$ cat config.mk
export PLATFORM = sky130hd
export DESIGN_NAME = arm_store
export DESIGN_NICKNAME = d
export VERILOG_FILES = /design/src/hw/rtl/arm_pkg.sv /design/src/hw/rtl/arm_store.sv
export SDC_FILE = /design/constraint.sdc
export NUM_CORES = 2
export LEC_CHECK = 0
export BUFFER_PORTS_ARGS = -buffer_cell sky130_fd_sc_hd__buf_2
export CAP_MARGIN = 25
export CORE_AREA = 2 2 584 586
export CTS_BUF_LIST = sky130_fd_sc_hd__clkbuf_4 sky130_fd_sc_hd__clkbuf_8 sky130_fd_sc_hd__clkbuf_16
export DETAILED_ROUTE_END_ITERATION = 7
export DIE_AREA = 0 0 586 588
export PLACE_DENSITY = 0.67
export SETUP_SLACK_MARGIN = 0.2
export SLEW_MARGIN = 40
export SYNTH_ARGS = -nofsm -noshare
export SYNTH_HDL_FRONTEND = slang
export SYNTH_MEMORY_MAX_BITS = 65536
export SYNTH_SLANG_ARGS = --single-unit
$ cat constraint.sdc
create_clock -name clk -period 18.7 [get_ports clk]
set_clock_uncertainty 0.1 [all_clocks]
set_input_delay 0.935 -clock clk [delete_from_list [all_inputs] [get_ports clk]]
set_output_delay 0.935 -clock clk [all_outputs]
set_load 0.02 [all_outputs]
$ cat src/hw/rtl/arm_pkg.sv
`default_nettype none
package arm_pkg;
    localparam int ADDR_W = 64;
    localparam int PROT_W = 3;
    localparam int TAG_W = 16;
    localparam int STATUS_W = 3;
    localparam int MAX_REGIONS_DEF = 32;
    localparam int TAG_BITS_DEF = 16;

    localparam logic [STATUS_W-1:0] ST_INSERTED = 3'd0;
    localparam logic [STATUS_W-1:0] ST_HIT = 3'd1;
    localparam logic [STATUS_W-1:0] ST_MISS = 3'd2;
    localparam logic [STATUS_W-1:0] ST_EMPTY = 3'd3;
    localparam logic [STATUS_W-1:0] ST_FULL = 3'd4;

    localparam logic OP_INSERT = 1'b0;
    localparam logic OP_LOOKUP = 1'b1;

    typedef struct packed {
        logic [ADDR_W-1:0] start_addr;
        logic [ADDR_W-1:0] end_addr;
        logic [PROT_W-1:0] prot;
        logic [TAG_W-1:0]  tag;
    } entry_t;
endpackage
`default_nettype wire

$ cat src/hw/rtl/arm_store.sv
`default_nettype none
module arm_store
#(
    parameter int MAX_REGIONS = arm_pkg::MAX_REGIONS_DEF,
    parameter int IDX_W = $clog2(MAX_REGIONS)
)
(
    input  wire logic                 clk,
    input  wire logic [IDX_W-1:0]     rd_idx,
    output arm_pkg::entry_t           rd_data,
    input  wire logic                 wr_en,
    input  wire logic [IDX_W-1:0]     wr_idx,
    input  arm_pkg::entry_t           wr_data
);
    import arm_pkg::*;

    entry_t mem [MAX_REGIONS];
    entry_t rd_data_reg;

    always_ff @(posedge clk)
    begin
        if (wr_en)
        begin
            mem[wr_idx] <= wr_data;
        end
        rd_data_reg <= mem[rd_idx];
    end

    assign rd_data = rd_data_reg;
endmodule
`default_nettype wire
==> results by group <==
Timing
  – Period utilization: 26.74%
  – Rel. slew slack: roughly a third
  – Worst-margin pin slew: between 0.9 and 1 ns
  – Final setup vio count: 0
  – Slew Viols, Final: 0
  – Worst setup margin: 13.70 ns
  – Fmax: 200.0 MHz
  – Final Hold Fails: 0
  – Tmin final: 5.000 ns
  – Unrepaired setup endpoints after global routing: false
  – Fin Setup TNS: 0 ns

Die
  – Die X: slightly below 600 um
  – Io pins: 306
  – Die Ht: 588 um
  – Core area: 338400 um^2
  – Initial core utilization: 52.75%
  – Die area: 344600 um^2
  – Row count: 214

Logic synthesis
  – Xor/xnor share of the synthesized area: 0%
  – Multiplexer area fraction after synthesis: between 10% and 20%
  – Average size of a mapped cell: 23.72 um^2
  – Warnings, synthesis: 0
  – Syn Inst Count: between 7000 and 8000
  – Post-synth top flop: edfxtp_1
  – Netlist Area Pre-Place: 178500 um^2
  – Synth Area in Adders: 0%
  – Register area share after synthesis: 80.76%
  – Most common library cells after synthesis: edfxtp_1 (4704), mux4_2 (1032), o22ai_1 (444), mux2i_1 (288), a22oi_1 (216)
  – Flops & latches, synth: 4851
  – Count leader, synth: edfxtp_1
  – Cells taking the most area after synthesis: edfxtp_1 (79%), mux4_2 (13%), dfxtp_1 (1.6%)
  – Area leader, netlist: edfxtp_1
  – Synth top area share: 79.11%
  – Largest family of logic cells by synthesized area: multiplexers
  – Simple-gate area share of the yosys netlist: 0.8991%
  – Synth Area in Compound Gates: about 2.5%
  – Post-synth ARST share: 0%
  – Synth Net Count: around 7700
  – Library cells used by synthesis: 27
  – EDFF count, synth: 4704

Layout
  – Footprint of the multi-input gates: 32550 um^2
  – Fillers: 23330
  – Layout Nets: around 8300
  – Register area: 144200 um^2
  – Area growth syn-to-layout: 13.46%
  – Post-route design area: 202600 um^2
  – Layout cells sized above 1: between 20 and 30%
  – Max reg flops: 4704

Clock tree
  – Gates resized, CTS repair: 0
  – H-tree depth: 5
  – Inserted Clock Buffers: 468
  – CTS max path bufs: 4
  – Clk pin slew, worst setup/hold paths: ~0.06 ns
  – Worst-skew pair later-pin latency: 0.99 ns
  – CTS tree: built
  – Clock tree root buffer cell: clkbuf_16
  – Post CTS Setup Buffer Count: 0
  – CTS Hold Bufs: 0
  – Sink Count: 4851

Power
  – P_leak: roughly 64 nW
  – Overall power: 22.71 mW
  – PD cells: 112.1 nW/um^2
  – Worst VDD drop: 87.88 uV

Placement
  – IO Port Bufs: 305
  – Dpl cell area: 186600 um^2
  – Pre-CTS setup slack: 12.26 ns
  – Gpl congestion: 0.7549
  – HPWL after detailed placement: 232600 um

Detailed routing
  – Drc violations: 0
  – Final wirelength: 458900 um
  – Initial DRC Count: roughly 13000
  – Post-route ant nets: 0
  – DR vias: slightly below 90000
  – DR pass1 iterations: 5
  – Vias per cell: between 6 and 7
  – Wire per inst: 35.03 um

Global route
  – Remaining Overflow, GRT: 0
  – Gr usage total: 26.53%
  – First-pass GRT wire length: 644700 um
  – Vias in the first global route: 85230
  – Met1 usage: 39.58%
  – Initial antenna violation count: 65
  – Largest net degree at the start of global routing: 134
  – Busiest grt layer: met2
  – GR Layer Usage met2: 41.58%
  – M3 GR Usage: 4.864%

Critical path
  – Slowest stage delay, CP: 0.73 ns
  – Slowest-stage cell, CP: buf_4
  – Cell mode on critical path: buf_6
  – Crit path launch type: input pin
  – Ordered list of cells on the worst path: buf_12, buf_6, buf_6, buf_6, buf_6, buf_4, mux4_2, a22oi_1, nand4_1
  – Worst Path Required: 19.45 ns
  – CP Class: input pin to flip-flop
  – Worst-path fanout max: 113
  – Worst endpoint data arrival time: 5.75 ns
  – CP Capture Type: flip-flop

Flow run
  – Maxcap violations: 0

Worst hold path
  – HP Class: input pin to flip-flop

Run status
  – Outcome: completed
[cells in the final DEF, fill, tap and decap left out, types with 7 or more instances in the layout]
master      count
buf_4         117
buf_2         303
buf_6          68
clkbuf_16     476
nand4_1        36
nor4_1        100
bufinv_16      45
diode_2        28
inv_6          10
o22ai_1       444
buf_8           7
clkbuf_8       36
clkinv_1       80
a22oi_1       216
dfxtp_1       147
buf_12         29
mux4_2       1032
buf_16         19
nand3_1        73
clkinv_2       94
mux2i_1       288
nor2_4         36
clkinv_8        7
nor4_2         11
edfxtp_1     4704
clkinvlp_4     11
clkbuf_4      114
[stage by stage]
stage	utilization, %	std cells	hold slack, ns
CTS	59.77	13060	0.2631
global route	59.84	13080	0.3430
floorplan	-	7528	0.5472
detailed placement	55.13	12190	0.5916
global placement	54.84	12160	0.5725
finish	59.86	13100	0.3215
[worst max-delay path, delay by kind of cell]
family	cells	cell delay, ns
AOI/OAI and AO/OA	1	0.19
buffers and inverters	6	3.63
and+or+nand+nor	1	0.13
muxes	1	0.42
[layout make-up]
cell class | count | share of cell area (%)
repair buffers | 544 | 2.164
clock buffers | 625 | 6.540
flip-flops and latches | 4851 | 71.18
well taps | 4536 | 2.802
clock inverters | 251 | 1.211
diodes | 28 | 0.03459
multi-input cells | 2264 | 16.07
[kinds of logic (layout without fill, tap and decap cells)]
group | after synthesis | count (layout)
DFF | 4851 | 4851
muxes | 1320 | 1320
AOI/OAI and AO/OA | 660 | 660
buffers and inverters | 413 | 1420
and+or+nand+nor | 284 | 284
other | 0 | 28
[metal layers]
metal / vias to the layer above / part of all wire [%]
li1: 33870 / -
met1: 47100 / 39
met2: 4820 / 48
met3: 647 / 11
met4: 44 / 2.0
met5: - / 0.059
[power by group]
group	total, mW	internal [mW]	switching, mW	leakage (nW)
sequential	12.2	12.1	0.0712	43.6
combinational	1.01	0.364	0.644	12.5
clock	9.54	5.58	3.96	7.89
[final timing paths]
kind,from,to,slack [ns],depth (start not counted)
max,rd_idx[2],rd_data[77]$_DFF_P_,13.70,9
min,wr_data[75],mem[2][75]$_DFFE_PP_,0.32,1
max reg2reg,mem[7][30]$_DFFE_PP_,rd_data[30]$_DFF_P_,16.79,3
min reg2reg,mem[31][110]$_DFFE_PP_,rd_data[110]$_DFF_P_,0.60,3
Power figures use the tool's default switching activity.
